==> src/rtl/tcp_client_connection_step_core_macros.svh <==
// assertion macros for the tcp client connection step core
// expects clk and rst_n in the scope of use
`ifndef TCP_CLIENT_CONNECTION_STEP_CORE_MACROS_SVH
`define TCP_CLIENT_CONNECTION_STEP_CORE_MACROS_SVH

// same-cycle implication, disabled in reset
`define TCPC_ASSERT_NOW(label, ante, cons, msg) \
  label: assert property (@(posedge clk) disable iff (!rst_n) (ante) |-> (cons)) \
    else $error(msg);

// next-cycle implication, disabled in reset
`define TCPC_ASSERT_NEXT(label, ante, cons, msg) \
  label: assert property (@(posedge clk) disable iff (!rst_n) (ante) |=> (cons)) \
    else $error(msg);

`endif

==> src/rtl/tcpc_pkg.sv <==
// types and constants of the tcp client connection step core
// no dependencies
package tcpc_pkg;

  typedef enum logic [1:0] {
    ST_CLOSED  = 2'd0,
    ST_SYN     = 2'd1,
    ST_EST     = 2'd2,
    ST_CLOSING = 2'd3
  } conn_state_t;

  typedef enum logic [2:0] {
    KIND_CONNECT = 3'd0,
    KIND_SEND    = 3'd1,
    KIND_FRAME   = 3'd2,
    KIND_RECEIVE = 3'd3,
    KIND_CLOSE   = 3'd4
  } kind_t;

  typedef enum logic [1:0] {
    STAT_OK        = 2'd0,
    STAT_NOT_EST   = 2'd1,
    STAT_LINK_FAIL = 2'd2
  } status_t;

  localparam logic [7:0]  FL_FIN = 8'h01;
  localparam logic [7:0]  FL_SYN = 8'h02;
  localparam logic [7:0]  FL_PSH = 8'h08;
  localparam logic [7:0]  FL_ACK = 8'h10;

  localparam logic [15:0] HDR_BYTES   = 16'd40;
  localparam logic [15:0] FRAME_CAP   = 16'd1460;
  localparam logic [10:0] HDR_LEN_11  = 11'd40;

  typedef struct packed {
    logic [1:0]  status;
    logic [1:0]  conn_state;
    logic [10:0] delivered_len;
    logic        seg_valid;
    logic [7:0]  seg_flags;
    logic [31:0] seg_seq;
    logic [31:0] seg_ack;
    logic [15:0] seg_src_port;
    logic [15:0] seg_dst_port;
    logic [31:0] seg_dst_ip;
    logic [10:0] seg_total_len;
  } res_t;

endpackage

==> src/rtl/tcp_client_connection_step_core.sv <==
// flow: each accepted request is held in the request register, then moves into the result register
// throughput: one request per cycle unless out_stall holds; connection state updates in the same cycle the
// request moves into the result register, so the next request sees it at once
// reset: synchronous active-low rst_n; connection closed, seq/ack/peer/own port zero,
// next port FIRST_PORT, both register stages empty
`include "tcp_client_connection_step_core_macros.svh"

module tcp_client_connection_step_core
  import tcpc_pkg::*;
#(
  parameter int MAX_SEGMENT = 1024,
  parameter int FIRST_PORT  = 40000
) (
  input  logic        clk,
  input  logic        rst_n,
  input  logic        in_valid,
  output logic        in_stall,
  input  logic [2:0]  in_kind,
  input  logic [31:0] in_remote_addr,
  input  logic [15:0] in_remote_port_in,
  input  logic [15:0] in_length,
  input  logic        in_link_ok,
  input  logic [7:0]  in_rx_flags,
  input  logic [31:0] in_rx_seq,
  input  logic [15:0] in_rx_total_len,
  input  logic [10:0] in_max_len,
  output logic        out_valid,
  input  logic        out_stall,
  output logic [1:0]  out_status,
  output logic [1:0]  out_conn_state,
  output logic [10:0] out_delivered_len,
  output logic        out_seg_valid,
  output logic [7:0]  out_seg_flags,
  output logic [31:0] out_seg_seq,
  output logic [31:0] out_seg_ack,
  output logic [15:0] out_seg_src_port,
  output logic [15:0] out_seg_dst_port,
  output logic [31:0] out_seg_dst_ip,
  output logic [10:0] out_seg_total_len
);

  localparam logic [15:0] MAX_SEG_16 = 16'(MAX_SEGMENT);
  localparam logic [15:0] FIRST_PORT_16 = 16'(FIRST_PORT);

  // request register
  logic        item_valid_r;
  logic [2:0]  kind_r;
  logic [31:0] remote_addr_r;
  logic [15:0] remote_port_r;
  logic [15:0] length_r;
  logic        link_ok_r;
  logic [7:0]  rx_flags_r;
  logic [31:0] rx_seq_r;
  logic [15:0] rx_total_len_r;
  logic [10:0] max_len_r;

  // connection state
  conn_state_t link_state_r, link_state_nxt;
  logic [31:0] send_seq_r, send_seq_nxt;
  logic [31:0] recv_ack_r, recv_ack_nxt;
  logic [31:0] peer_addr_r, peer_addr_nxt;
  logic [15:0] peer_port_r, peer_port_nxt;
  logic [15:0] own_port_r, own_port_nxt;
  logic [15:0] next_port_r, next_port_nxt;

  // result register
  logic        out_valid_r;
  res_t        res_r, res_nxt;

  logic        in_accept;
  logic        adv;
  logic        hdr_ok;
  logic        hs_hit;
  logic        fin_set;
  logic [10:0] send_len;
  logic [15:0] payload;
  logic        deliver_ok;

  assign adv       = item_valid_r && (!out_valid_r || !out_stall);
  assign in_stall  = item_valid_r && !adv;
  assign in_accept = in_valid && !in_stall;

  assign hdr_ok   = length_r >= HDR_BYTES;
  assign hs_hit   = (link_state_r == ST_SYN) && ((rx_flags_r & (FL_SYN | FL_ACK)) != 8'd0);
  assign fin_set  = (rx_flags_r & FL_FIN) != 8'd0;
  assign send_len = (length_r > MAX_SEG_16) ? MAX_SEG_16[10:0] : length_r[10:0];
  assign payload  = rx_total_len_r - HDR_BYTES;
  assign deliver_ok = (rx_total_len_r >= HDR_BYTES) && (payload != 16'd0)
                      && (payload <= {5'd0, max_len_r}) && (payload <= FRAME_CAP);

  // next connection state
  always_comb begin
    link_state_nxt = link_state_r;
    send_seq_nxt   = send_seq_r;
    recv_ack_nxt   = recv_ack_r;
    peer_addr_nxt  = peer_addr_r;
    peer_port_nxt  = peer_port_r;
    own_port_nxt   = own_port_r;
    next_port_nxt  = next_port_r;
    case (kind_r)
      KIND_CONNECT: begin
        peer_addr_nxt  = remote_addr_r;
        peer_port_nxt  = remote_port_r;
        own_port_nxt   = next_port_r;
        next_port_nxt  = next_port_r + 16'd1;
        send_seq_nxt   = 32'd1;
        recv_ack_nxt   = 32'd0;
        link_state_nxt = link_ok_r ? ST_SYN : ST_CLOSED;
      end
      KIND_SEND: begin
        if (link_state_r == ST_EST && link_ok_r) begin
          send_seq_nxt = send_seq_r + {21'd0, send_len};
        end
      end
      KIND_FRAME: begin
        if (hdr_ok) begin
          if (hs_hit) begin
            recv_ack_nxt   = rx_seq_r + 32'd1;
            send_seq_nxt   = send_seq_r + 32'd1;
            link_state_nxt = ST_EST;
          end else if (fin_set) begin
            link_state_nxt = ST_CLOSING;
          end
        end
      end
      KIND_RECEIVE: begin
        if (link_state_r == ST_EST && length_r != 16'd0) begin
          if (hdr_ok && fin_set) begin
            link_state_nxt = ST_CLOSING;
          end
          if (deliver_ok) begin
            recv_ack_nxt = recv_ack_r + {16'd0, payload};
          end
        end
      end
      KIND_CLOSE: begin
        link_state_nxt = ST_CLOSED;
      end
      default: begin
      end
    endcase
  end

  // result fields
  always_comb begin
    res_nxt = '0;
    res_nxt.status     = STAT_OK;
    res_nxt.conn_state = link_state_nxt;
    case (kind_r)
      KIND_CONNECT: begin
        res_nxt.seg_valid     = 1'b1;
        res_nxt.seg_flags     = FL_SYN;
        res_nxt.seg_seq       = 32'd1;
        res_nxt.seg_ack       = 32'd0;
        res_nxt.seg_src_port  = next_port_r;
        res_nxt.seg_dst_port  = remote_port_r;
        res_nxt.seg_dst_ip    = remote_addr_r;
        res_nxt.seg_total_len = HDR_LEN_11;
        if (!link_ok_r) begin
          res_nxt.status = STAT_LINK_FAIL;
        end
      end
      KIND_SEND: begin
        if (link_state_r != ST_EST) begin
          res_nxt.status = STAT_NOT_EST;
        end else begin
          res_nxt.seg_valid     = 1'b1;
          res_nxt.seg_flags     = FL_ACK | FL_PSH;
          res_nxt.seg_seq       = send_seq_r;
          res_nxt.seg_ack       = recv_ack_r;
          res_nxt.seg_src_port  = own_port_r;
          res_nxt.seg_dst_port  = peer_port_r;
          res_nxt.seg_dst_ip    = peer_addr_r;
          res_nxt.seg_total_len = HDR_LEN_11 + send_len;
          if (!link_ok_r) begin
            res_nxt.status = STAT_LINK_FAIL;
          end
        end
      end
      KIND_FRAME: begin
        if (hdr_ok && hs_hit) begin
          res_nxt.seg_valid     = 1'b1;
          res_nxt.seg_flags     = FL_ACK;
          res_nxt.seg_seq       = send_seq_r + 32'd1;
          res_nxt.seg_ack       = rx_seq_r + 32'd1;
          res_nxt.seg_src_port  = own_port_r;
          res_nxt.seg_dst_port  = peer_port_r;
          res_nxt.seg_dst_ip    = peer_addr_r;
          res_nxt.seg_total_len = HDR_LEN_11;
        end
      end
      KIND_RECEIVE: begin
        if (link_state_r != ST_EST) begin
          res_nxt.status = STAT_NOT_EST;
        end else if (length_r != 16'd0 && deliver_ok) begin
          res_nxt.delivered_len = payload[10:0];
        end
      end
      KIND_CLOSE: begin
        if (link_state_r == ST_EST) begin
          res_nxt.seg_valid     = 1'b1;
          res_nxt.seg_flags     = FL_FIN | FL_ACK;
          res_nxt.seg_seq       = send_seq_r;
          res_nxt.seg_ack       = recv_ack_r;
          res_nxt.seg_src_port  = own_port_r;
          res_nxt.seg_dst_port  = peer_port_r;
          res_nxt.seg_dst_ip    = peer_addr_r;
          res_nxt.seg_total_len = HDR_LEN_11;
        end
      end
      default: begin
      end
    endcase
  end

  // control and connection state
  always_ff @(posedge clk) begin
    if (!rst_n) begin
      item_valid_r <= 1'b0;
      out_valid_r  <= 1'b0;
      link_state_r <= ST_CLOSED;
      send_seq_r   <= 32'd0;
      recv_ack_r   <= 32'd0;
      peer_addr_r  <= 32'd0;
      peer_port_r  <= 16'd0;
      own_port_r   <= 16'd0;
      next_port_r  <= FIRST_PORT_16;
    end else begin
      if (in_accept) begin
        item_valid_r <= 1'b1;
      end else if (adv) begin
        item_valid_r <= 1'b0;
      end
      if (adv) begin
        out_valid_r  <= 1'b1;
        link_state_r <= link_state_nxt;
        send_seq_r   <= send_seq_nxt;
        recv_ack_r   <= recv_ack_nxt;
        peer_addr_r  <= peer_addr_nxt;
        peer_port_r  <= peer_port_nxt;
        own_port_r   <= own_port_nxt;
        next_port_r  <= next_port_nxt;
      end else if (!out_stall) begin
        out_valid_r <= 1'b0;
      end
    end
  end

  // payload registers
  always_ff @(posedge clk) begin
    if (in_accept) begin
      kind_r         <= in_kind;
      remote_addr_r  <= in_remote_addr;
      remote_port_r  <= in_remote_port_in;
      length_r       <= in_length;
      link_ok_r      <= in_link_ok;
      rx_flags_r     <= in_rx_flags;
      rx_seq_r       <= in_rx_seq;
      rx_total_len_r <= in_rx_total_len;
      max_len_r      <= in_max_len;
    end
    if (adv) begin
      res_r <= res_nxt;
    end
  end

  assign out_valid         = out_valid_r;
  assign out_status        = res_r.status;
  assign out_conn_state    = res_r.conn_state;
  assign out_delivered_len = res_r.delivered_len;
  assign out_seg_valid     = res_r.seg_valid;
  assign out_seg_flags     = res_r.seg_flags;
  assign out_seg_seq       = res_r.seg_seq;
  assign out_seg_ack       = res_r.seg_ack;
  assign out_seg_src_port  = res_r.seg_src_port;
  assign out_seg_dst_port  = res_r.seg_dst_port;
  assign out_seg_dst_ip    = res_r.seg_dst_ip;
  assign out_seg_total_len = res_r.seg_total_len;

  `TCPC_ASSERT_NOW(a_no_seg_fields, out_valid_r && !res_r.seg_valid, res_r.seg_flags == 8'd0 && res_r.seg_total_len == 11'd0 && res_r.seg_dst_ip == 32'd0, "segment fields set without segment")
  `TCPC_ASSERT_NOW(a_seg_len_min, out_valid_r && res_r.seg_valid, res_r.seg_total_len >= HDR_LEN_11, "segment shorter than header")
  `TCPC_ASSERT_NOW(a_not_est_quiet, out_valid_r && res_r.status == STAT_NOT_EST, !res_r.seg_valid && res_r.delivered_len == 11'd0, "activity on not-established request")
  `TCPC_ASSERT_NEXT(a_stall_holds, out_valid_r && out_stall, out_valid_r && $stable(res_r), "result changed while stalled")

endmodule
==> config.mk <==
export PLATFORM = sky130hd
export DESIGN_NAME = tcp_client_connection_step_core
export DESIGN_NICKNAME = d
export VERILOG_FILES = /design/src/rtl/tcpc_pkg.sv /design/src/rtl/tcp_client_connection_step_core.sv
export VERILOG_INCLUDE_DIRS = /design/src /design/src/rtl
export SDC_FILE = /design/constraint.sdc
export NUM_CORES = 1
export LEC_CHECK = 0
export ABC_AREA = 1
export ABC_CLOCK_PERIOD_IN_PS = 5900
export BUFFER_PORTS_ARGS = -buffer_cell sky130_fd_sc_hd__buf_2
export CAP_MARGIN = 20
export CORE_UTILIZATION = 30
export DETAILED_ROUTE_END_ITERATION = 8
export GPL_ROUTABILITY_DRIVEN = 1
export SLEW_MARGIN = 20
export SYNTH_ARGS = -nofsm -noshare
export SYNTH_HDL_FRONTEND = slang
export SYNTH_SLANG_ARGS = --single-unit
==> constraint.sdc <==
create_clock -name clk -period 5.9 [get_ports clk]
set_input_delay 0.885 -clock clk [delete_from_list [all_inputs] [get_ports clk]]
set_output_delay 0.885 -clock clk [all_outputs]
set_load 0.1 [all_outputs]
=== After elaboration in Yosys (flattened, before gate mapping) ===
Cells that the tools add are included.

* Bitwise gates (word level): 2
* Order comparisons: 5
* Reductions and logical operators: 28
* Mux-type cells: 29
* Add/subtract/negate cells: 7
* Equal/unequal tests: 13

{| class="wikitable"
|+ Operators with widths
! kind !! count
|-
| $pmux W148 S4 || 1
|-
| $mux W148 || 3
|-
| $mux W32 || 7
|-
| $pmux W32 S3 || 2
|-
| $add A32 B1 Y32 const B || 2
|-
| $add A32 B11 Y32 || 1
|-
| $add A32 B16 Y32 || 1
|-
| $ge A16 B6 Y1 const B || 2
|-
| $reduce_bool A16 Y1 || 2
|-
| $add A16 B1 Y16 const B || 1
|-
| $gt A16 B11 Y1 const B || 1
|-
| $le A16 B11 Y1 || 1
|-
| $le A16 B11 Y1 const B || 1
|-
| $sub A16 B6 Y16 const B || 1
|-
| $mux W2 || 7
|-
| $logic_and A1 B1 Y1 || 12
|-
| $ne A2 B2 Y1 const B || 6
|-
| $add A6 B11 Y11 const A || 1
|-
| $mux W11 || 1
|-
| $pmux W2 S4 || 1
|-
| $reduce_bool A8 Y1 || 1
|-
| $eq A3 B2 Y1 const B || 2
|-
| $mux W1 || 6
|-
| $pmux W2 S3 || 1
|-
| 15 further kinds || 20
|}

* Word-level logic and storage cells: 113
* Input port bits: 139
* Register bits after elaboration: 443
* Output and inout port bits: 165

=== Logic depth before layout (Yosys ltp) ===
Gate-level depths: netlist of run 1.

* Depth after elaboration: 8
* Gate-level depth with buffers: 22
* Mapped depth without buffers: 22

=== Worst setup path after synthesis of run 1 ===
No wires, ideal clock.

* Path type: register to register
* From: reg out_valid_r, in the netlist out_valid
* To: reg kind_r[0] (enable)
* Stages on the path, launching flop included: 6
* Setup slack: 928 ps
* Data required time: 5073 ps
* Arrival time: 4145 ps
* Setup time: 827 ps
* Path through: dfxtp_1 -> nand2_1 -> nor2_1 -> inv_1 -> nand2_1 -> inv_1

* Word-level cells in the longest chain between the ends: 7

{| class="wikitable"
|+ Ends and longest elaborated chain
! what !! RTL line !! text
|-
| start, declared || tcp_client_connection_step_core.sv:67 || <nowiki>logic out_valid_r;</nowiki>
|-
| start signal, assigned || tcp_client_connection_step_core.sv:220 || <nowiki>out_valid_r <= 1'b0;</nowiki>
|-
| start signal, assigned || tcp_client_connection_step_core.sv:235 || <nowiki>out_valid_r <= 1'b1;</nowiki>
|-
| start signal, assigned || tcp_client_connection_step_core.sv:244 || <nowiki>out_valid_r <= 1'b0;</nowiki>
|-
| $logic_not A1 Y1 || tcp_client_connection_step_core.sv:79 || <nowiki>assign adv = item_valid_r && (!out_valid_r || !out_stall);</nowiki>
|-
| $logic_or A1 B1 Y1 || tcp_client_connection_step_core.sv:79 ||
|-
| $logic_and A1 B1 Y1 || tcp_client_connection_step_core.sv:79 ||
|-
| $logic_not A1 Y1 || tcp_client_connection_step_core.sv:80 || <nowiki>assign in_stall = item_valid_r && !adv;</nowiki>
|-
| $logic_and A1 B1 Y1 || tcp_client_connection_step_core.sv:80 ||
|-
| via in_stall || tcp_client_connection_step_core.sv:17 || <nowiki>output logic in_stall,</nowiki>
|-
| $logic_not A1 Y1 || tcp_client_connection_step_core.sv:81 || <nowiki>assign in_accept = in_valid && !in_stall;</nowiki>
|-
| $logic_and A1 B1 Y1 || tcp_client_connection_step_core.sv:81 ||
|-
| via in_accept || tcp_client_connection_step_core.sv:70 || <nowiki>logic in_accept;</nowiki>
|-
| end signal, assigned || tcp_client_connection_step_core.sv:252 || <nowiki>kind_r <= in_kind;</nowiki>
|-
| end, declared || tcp_client_connection_step_core.sv:47 || <nowiki>logic [2:0] kind_r;</nowiki>
|}

The timed path passes the listed nets, and every way through them passes these cells.
A chain may end at the register's enable or synchronous reset.

=== Worst setup path in the final report of run 1 ===
* From: reg rx_total_len_r[3]
* To: reg recv_ack_r[28]

* Word-level cells in the longest chain between the ends: 7

{| class="wikitable"
|+ Ends and longest elaborated chain
! what !! RTL line !! text
|-
| start, declared || tcp_client_connection_step_core.sv:54 || <nowiki>logic [15:0] rx_total_len_r;</nowiki>
|-
| start signal, assigned || tcp_client_connection_step_core.sv:259 || <nowiki>rx_total_len_r <= in_rx_total_len;</nowiki>
|-
| $sub A16 B6 Y16 * || tcp_client_connection_step_core.sv:87 || <nowiki>assign payload = rx_total_len_r - HDR_BYTES;</nowiki>
|-
| via payload[3] || tcp_client_connection_step_core.sv:76 || <nowiki>logic [15:0] payload;</nowiki>
|-
| branches (longest 6 deep; another with $add A32 B16 Y32) || - ||
|-
| end signal, assigned || tcp_client_connection_step_core.sv:238 || <nowiki>recv_ack_r <= recv_ack_nxt;</nowiki>
|-
| end, declared || tcp_client_connection_step_core.sv:60 || <nowiki>logic [31:0] recv_ack_r, recv_ack_nxt;</nowiki>
|}

Mark *: on every way through the listed nets, which the timed path passes. The select of a mux whose other input is x is not followed.

==> impl_metrics.csv, run 1 <==
group,metric,value,unit
status,status,"finished, final reports clean",
flow_run,maxCapViolCount,0,
logic_synthesis,synthAdderAreaFrac,0.0282,
placed_design,dpl.hpwl,45600,um
pwr,power_density,294,mW/mm^2
logic_synthesis,synth_top_family_by_area,"simple AND/OR/NAND/NOR gates",
logic_synthesis,muxShareOfSynthArea,0,
pwr,p_comb_frac,0.122,
timing,fmax,0.253,GHz
timing,period_share,0.671,
pwr,finalPower,7460,uW
logic_synthesis,syn_area,0.0214,mm^2
timing,slew_viol_final,0,
critical_path,critPathBufInv,4,
critical_path,cpMaxStageDelayCell,"nand2_2",
die,floorplan.initialDensity,0.304,
layout,diodes,0,
critical_path,critPathTopFamily,"simple AND/OR/NAND/NOR gates",
drt,wl,64300,um
logic_synthesis,ys_types,55,
timing,rsz0062_at_grt,"false",
critical_path,reg2reg_depth,21,
pwr,p_int,5340,uW
placed_design,place_area,0.0238,mm^2
logic_synthesis,async_reset_ff_frac,0,
die,ios,304,
global_routing,grt_pass1_wl,96100,um
critical_path,cpMostUsedCell,"nand2_1",
placed_design,gp_congestion,0.899,
layout,design_area,0.0253,mm^2
logic_synthesis,synth-compound-area-share,0.126,
clock_network,clk_pin_slew_worst_paths,0.06,ns
critical_path,crit_chain,"inv_1 > ha_1 > inv_1 > a21oi_2 > inv_1 > nand2_1 > nand2_1 > ha_1 > nand2_1 > nor2_1 > and2_1 > nand4_1 > nand2_1 > inv_1 > nor2_1 > nand2_1 > nand2_2 > nand2_4 > nand2_1 > nand2_1 > nor2_1",
critical_path,critical_path_class,"reg2reg",
pwr,power_frac_clock,0.410,
logic_synthesis,synthFlopType,"edfxtp_1",
timing,setup_violations,0,
critical_path,worstSetupEndpointType,"flip-flop",
critical_path,cpPeakStageDelay,0.60,ns
clock_network,cts_buffer_depth,3,
clock_network,ctsHtreeMaxLevel,2,
timing,tightest_slew,1.09,ns
global_routing,grt_antenna_before_repair,2,
timing,fin_hold_ws,0.459,ns
global_routing,grt_usage,0.173,
timing,max_slew_margin,0.270,
global_routing,grt_max_degree,92,
layout,final_util,0.361,
clock_network,cts_hold_buf,0,
min_path,holdCritPathClass,"reg2reg",
placed_design,portBuffers,294,
die,row_count,97,
drt,vias,18000,
layout,num-nets-final,2910,
pwr,vdd_drop_max,0.227,mV
critical_path,worstSetupStartpointType,"flip-flop",
logic_synthesis,yosys_register_bits,437,
logic_synthesis,synth_xor_area_frac,0.00778,
clock_network,cts-root-buf,"clkbuf_16",
critical_path,timing.rr.end,"recv_ack_r[28]$_SDFFE_PN0P_",
timing,fin_setup_tns,0,ns
critical_path,required,6.43,ns
clock_network,clk_latency,0.59,ns
clock_network,cts.sinks,437,
logic_synthesis,syn_area_per_cell,8.74,um^2
pwr,power.leakage,0.00989,uW
clock_network,cts_resized,0,
pwr,swShare,0.283,
drt,drc,0,
drt,wl_per_cell,17.4,um
min_path,min_to,"peer_addr_r[17]$_SDFFE_PN0P_",
pwr,seqPwrFrac,0.468,
logic_synthesis,synth_edf_count,289,
timing,finClkSkew,0.0213,ns
die,die_area,0.0724,mm^2
layout,drive_gt1_frac,0.160,
logic_synthesis,synth_cells,2449,
logic_synthesis,synth_warnings,0,
drt,vias_per_cell,4.86,
clock_network,cts_tree,"built",
critical_path,cp_data_arrival_time,4.48,ns
clock_network,numCtsBuffers,49,
global_routing,grt_pass1_vias,16400,
logic_synthesis,synth-seq-area-share,0.544,
die,design.core.area,0.0703,mm^2
layout,area_growth,18.5,%
layout,num-fill-cells,7203,
min_path,holdPathStages,2,
global_routing,gr-total-overflow,0,
pwr,net-switching-power,2110,uW
clock_network,postCtsSetupRepairBufs,0,
die,die_x,269,um
timing,hold_violations,0,
die,die_y,269,um
drt,firstDrtPassIters,5,
critical_path,worstPathMaxFanout,39,
timing,fin_crit,3.96,ns
drt,first_iter_violations,1452,
critical_path,regToRegSetupSlack,1.94,ns
drt,ant_nets,0,
min_path,hp-start,"peer_addr_r[17]$_SDFFE_PN0P_",
critical_path,r2r-start,"rx_total_len_r[3]$_DFFE_PP_",
logic_synthesis,yosys.area_share.simple,0.232,
## registers in the layout (all words and copies together) (netlist names), 11 cells and up
name,cells
out_seg_src_port,16
max_len_r,11
out_seg_dst_port,16
out_seg_ack,32
rx_total_len_r,16
remote_addr_r,32
peer_addr_r,32
recv_ack_r,32
out_delivered_len,11
next_port_r,16
peer_port_r,16
out_seg_total_len,11
own_port_r,16
out_seg_dst_ip,32
send_seq_r,32
out_seg_seq,32
length_r,16
rx_seq_r,32
remote_port_r,16
## placed cells by master, fill, tap and decap left out, types with 14 or more instances in the layout
| master | instances |
|---|---|
| buf_2 | 294 |
| o22ai_1 | 15 |
| nor4_1 | 14 |
| clkbuf_16 | 50 |
| buf_4 | 14 |
| dfxtp_1 | 148 |
| o21ai_0 | 159 |
| nand3_1 | 182 |
| edfxtp_1 | 289 |
| a211oi_1 | 16 |
| nand2_1 | 531 |
| nand4_1 | 36 |
| a21oi_1 | 168 |
| a31oi_1 | 17 |
| nor2_1 | 271 |
| ha_1 | 45 |
| a22o_1 | 55 |
| or2_2 | 26 |
| inv_1 | 218 |
| nor3_1 | 57 |
## stage by stage
stage	cells	worst slack [ns]
after global placement	3613	2.03
after CTS	3703	1.94
after detailed placement	3613	1.97
final	3703	1.94
after floorplan	2452	0.928
after global routing	3703	1.44
## routing by layer
layer  track usage  wire (um)  part of all wire
met1         0.235      29000              0.45
met2         0.278      30000              0.47
met3        0.0284       3260             0.051
met4        0.0602       1970             0.031
met5             0         11           0.00017
## worst min-delay path, cell delays in order (launching register included)
cell and delay (ns):
dfxtp_1 0.31, nand2_1 0.06, a21oi_1 0.05
## cell type report
cell class | count | area [um^2] | share of cell area
inverters | 235 | 892 | 0.0352
clock inverters | 27 | 273 | 0.0108
well taps | 940 | 1180 | 0.0464
flip-flops and latches | 437 | 11600 | 0.459
clock buffers | 63 | 1310 | 0.0517
repair buffers | 310 | 1620 | 0.0638
multi-input cells | 1691 | 8440 | 0.333
## synth_stat cells, types with 6 or more instances
cell / count / area, um^2
a211oi_1: 16 / 120
a21oi_1: 168 / 841
a22o_1: 55 / 482
a31oi_1: 17 / 106
buf_2: 15 / 75.1
buf_4: 6 / 45.0
buf_6: 7 / 78.8
clkbuf_1: 54 / 203
dfxtp_1: 148 / 2960
edfxtp_1: 289 / 8680
ha_1: 45 / 563
inv_1: 222 / 833
inv_2: 11 / 41.3
nand2_1: 531 / 1990
nand3_1: 182 / 911
nand3b_1: 13 / 97.6
nand4_1: 36 / 225
nor2_1: 272 / 1020
nor3_1: 57 / 285
nor4_1: 14 / 87.6
o21ai_0: 159 / 796
o21ai_1: 13 / 65.1
o22ai_1: 15 / 93.8
or2_2: 26 / 163
xnor2_1: 7 / 61.3
xor2_1: 12 / 105
## worst max-delay path by stage
stage,startpoint,endpoint,depth (start not counted)
after global placement,rx_total_len_r[3]$_DFFE_PP_,recv_ack_r[16]$_SDFFE_PN0P_,21
after floorplan,out_valid$_SDFFE_PN0P_,kind_r[0]$_DFFE_PP_,5
after detailed placement,rx_total_len_r[3]$_DFFE_PP_,recv_ack_r[23]$_SDFFE_PN0P_,21
final,rx_total_len_r[3]$_DFFE_PP_,recv_ack_r[28]$_SDFFE_PN0P_,21
after CTS,rx_total_len_r[3]$_DFFE_PP_,recv_ack_r[23]$_SDFFE_PN0P_,21
after global routing,rx_total_len_r[3]$_DFFE_PP_,recv_ack_r[17]$_SDFFE_PN0P_,21
## logic make-up (layout without fill, tap and decap cells)
group                    after synthesis  count (layout)
AO/OA/AOI/OAI                        467             467
flip-flops                           437             437
adder cells (fa/ha/maj)               47              47
XOR/XNOR                              19              19
buffers and inverters                324             635
other                                  1               4
AND/OR/NAND/NOR                     1154            1154
## power groups by stage
| stage | sequential, uW | combinational [uW] | clock, uW |
|---|---|---|---|
| after floorplan | 3900 | 332 | 0 |
| after global placement | 3550 | 911 | 0 |
| after global routing | 3500 | 977 | 3260 |
| final | 3490 | 910 | 3050 |
| after detailed placement | 3550 | 915 | 0 |
| after CTS | 3490 | 917 | 3140 |
(Power assumes the default switching activity.)
==> run 2, diff against run 1 <==
ABC_CLOCK_PERIOD_IN_PS = 3840   (was 5900)
clock period = 3.84 ns   (was 5.9 ns; I/O delays follow)
==> run 2 against run 1 <==
Effect of this change: sequential power grew 54%; critical path depth shrank 2; final cell count increased by 0.65%; global-route usage is 0.47 points higher; flip-flop and latch count unchanged; wire length grew 1.9%.
==> impl_metrics.csv, run 2 (synthesis results as in run 1) <==
group,metric,value,unit
global_routing,use_met1,0.238,
timing,setup_violations,0,
drt,ant_nets,0,
placed_design,gp_congestion,0.946,
critical_path,r2r-start,"rx_total_len_r[3]$_DFFE_PP_",
layout,multi_input_area,0.00846,mm^2
timing,fin_setup_tns,0,ns
global_routing,met2_usage,0.293,
drt,firstDrtPassIters,6,
timing,hold_violations,0,
timing,tightest_slew,1.08,ns
critical_path,critical_path_class,"reg2reg",
layout,final_cell_mix,"531 x nand2_1, 294 x buf_2, 289 x edfxtp_1, 270 x nor2_1, 218 x inv_1",
min_path,holdPathStages,1,
critical_path,reg2reg_depth,19,
timing,fin_crit,3.48,ns
min_path,hp-start,"in_remote_addr[4]",
die,row_count,97,
drt,vias_per_cell,4.90,
clock_network,cts_tree,"built",
layout,area_growth,20.1,%
placed_design,place_ws,0.414,ns
die,ios,304,
critical_path,worstSetupStartpointType,"flip-flop",
layout,num-nets-final,2928,
pwr,power.leakage,0.0100,uW
die,die_y,269,um
drt,wl,65500,um
clock_network,cts-root-buf,"clkbuf_16",
pwr,power_density,455,mW/mm^2
layout,regArea,0.0116,mm^2
drt,drc,0,
timing,period_share,0.905,
pwr,vdd_drop_max,0.360,mV
drt,wl_per_cell,17.6,um
placed_design,dpl.hpwl,47500,um
flow_run,maxCapViolCount,0,
layout,final_common_cell,"nand2_1",
timing,finClkSkew,0.0292,ns
critical_path,worstSetupEndpointType,"flip-flop",
global_routing,grt_usage,0.178,
status,status,"finished, final reports clean",
critical_path,cp_data_arrival_time,3.96,ns
critical_path,timing.rr.end,"recv_ack_r[28]$_SDFFE_PN0P_",
die,floorplan.initialDensity,0.304,
critical_path,worstPathMaxFanout,6,
clock_network,cts.sinks,437,
timing,setup_ws,0.363,ns
global_routing,grt_pass1_vias,16900,
timing,fmax,0.288,GHz
placed_design,portBuffers,294,
global_routing,grt_max_degree,82,
critical_path,required,4.32,ns
drt,first_iter_violations,1338,
drt,vias,18200,
timing,max_slew_margin,0.279,
critical_path,regToRegSetupSlack,0.36,ns
min_path,holdCritPathClass,"in2reg",
clock_network,ctsHtreeMaxLevel,2,
die,die_area,0.0724,mm^2
die,design.core.area,0.0703,mm^2
clock_network,clk_pin_slew_worst_paths,0.06,ns
layout,drive_gt1_frac,0.168,
global_routing,gr-total-overflow,0,
clock_network,clk_latency,0.61,ns
clock_network,cts_buffer_depth,3,
timing,rsz0062_at_grt,"false",
global_routing,grt_pass1_wl,98700,um
layout,num-fill-cells,7155,
clock_network,cts_hold_buf,0,
global_routing,use_met3,0.0272,
layout,final_util,0.366,
die,die_x,269,um
timing,fin_hold_ws,0.141,ns
min_path,min_to,"remote_addr_r[4]$_DFFE_PP_",
clock_network,numCtsBuffers,51,
global_routing,top_usage_layer,"met2",
global_routing,grt_antenna_before_repair,7,
timing,slew_viol_final,0,
-- run 2: changes by cell type in the layout (fill, tap and decap cells not counted), sizes merged --
cell	before	now
clkbuf	63	69
clkinvlp	3	6
diode	0	2
inv	238	232
buf	310	326
clkinv	17	20
-- run 2: where the power goes --
group / internal [uW] / total (uW) / switching (uW)
logic: 298 / 1420 / 1120
registers: 5230 / 5360 / 134
clock network: 2880 / 4920 / 2030
total: 8410 / 11700 / 3290
-- run 2: worst max-delay path, stage by stage, from the launching register on --
cell and delay [ns]:
edfxtp_1 0.45, inv_1 0.24, ha_1 0.19, inv_1 0.06, a21oi_2 0.22, nand2_1 0.09
xor2_1 0.18, inv_1 0.10, ha_1 0.38, nand2_1 0.12, nor3_1 0.20, inv_1 0.06
nor3_1 0.26, nand2_1 0.09, nand2_1 0.16, nand3_1 0.14, xor2_1 0.18, nor2_1 0.05
nor2_1 0.12, nor2_1 0.05
-- run 2: what timing repair did --
action / CTS / global route
gates resized for setup: 0 / 2
buffers inserted: 0 / 0
setup endpoints to repair: 0 / 3
-- run 2: routing by layer --
metal	share of wire	wire length, um	vias to the layer above
met4	0.026	1680	2
met5	0.00014	9	-
met2	0.47	30900	519
met1	0.45	29200	8621
met3	0.057	3720	96
li1	-	-	9008
-- run 2: how the worst max path moves through the flow --
stage / start / cells past startpoint / slack [ns] / end
4_1_cts: rx_total_len_r[3]$_DFFE_PP_ / 19 / 0.41 / recv_ack_r[28]$_SDFFE_PN0P_
3_3_place_gp: rx_total_len_r[3]$_DFFE_PP_ / 19 / 0.46 / recv_ack_r[28]$_SDFFE_PN0P_
2_1_floorplan: out_valid$_SDFFE_PN0P_ / 5 / 0.05 / kind_r[0]$_DFFE_PP_
5_1_grt: rx_total_len_r[3]$_DFFE_PP_ / 19 / 0.03 / recv_ack_r[28]$_SDFFE_PN0P_
3_5_place_dp: rx_total_len_r[3]$_DFFE_PP_ / 19 / 0.41 / recv_ack_r[28]$_SDFFE_PN0P_
6_report: rx_total_len_r[3]$_DFFE_PP_ / 19 / 0.36 / recv_ack_r[28]$_SDFFE_PN0P_
-- run 2: final cells by class --
cell class              count  area share
diodes                      2    0.000195
well taps                 940      0.0458
repair buffers            326      0.0705
clock buffers              69      0.0554
multi-input cells        1691       0.329
inverters                 235      0.0346
clock inverters            27      0.0114
flip-flops and latches    437       0.453
-- run 2: through the flow --
step                      area (um^2)  cells  total power (uW)
after floorplan                 21400   2452              6500
after global placement          24000   3629              6880
after detailed placement        24000   3629              6880
after CTS                       25700   3725             11900
after global routing            25700   3727             12100
final                           25700   3727             11700
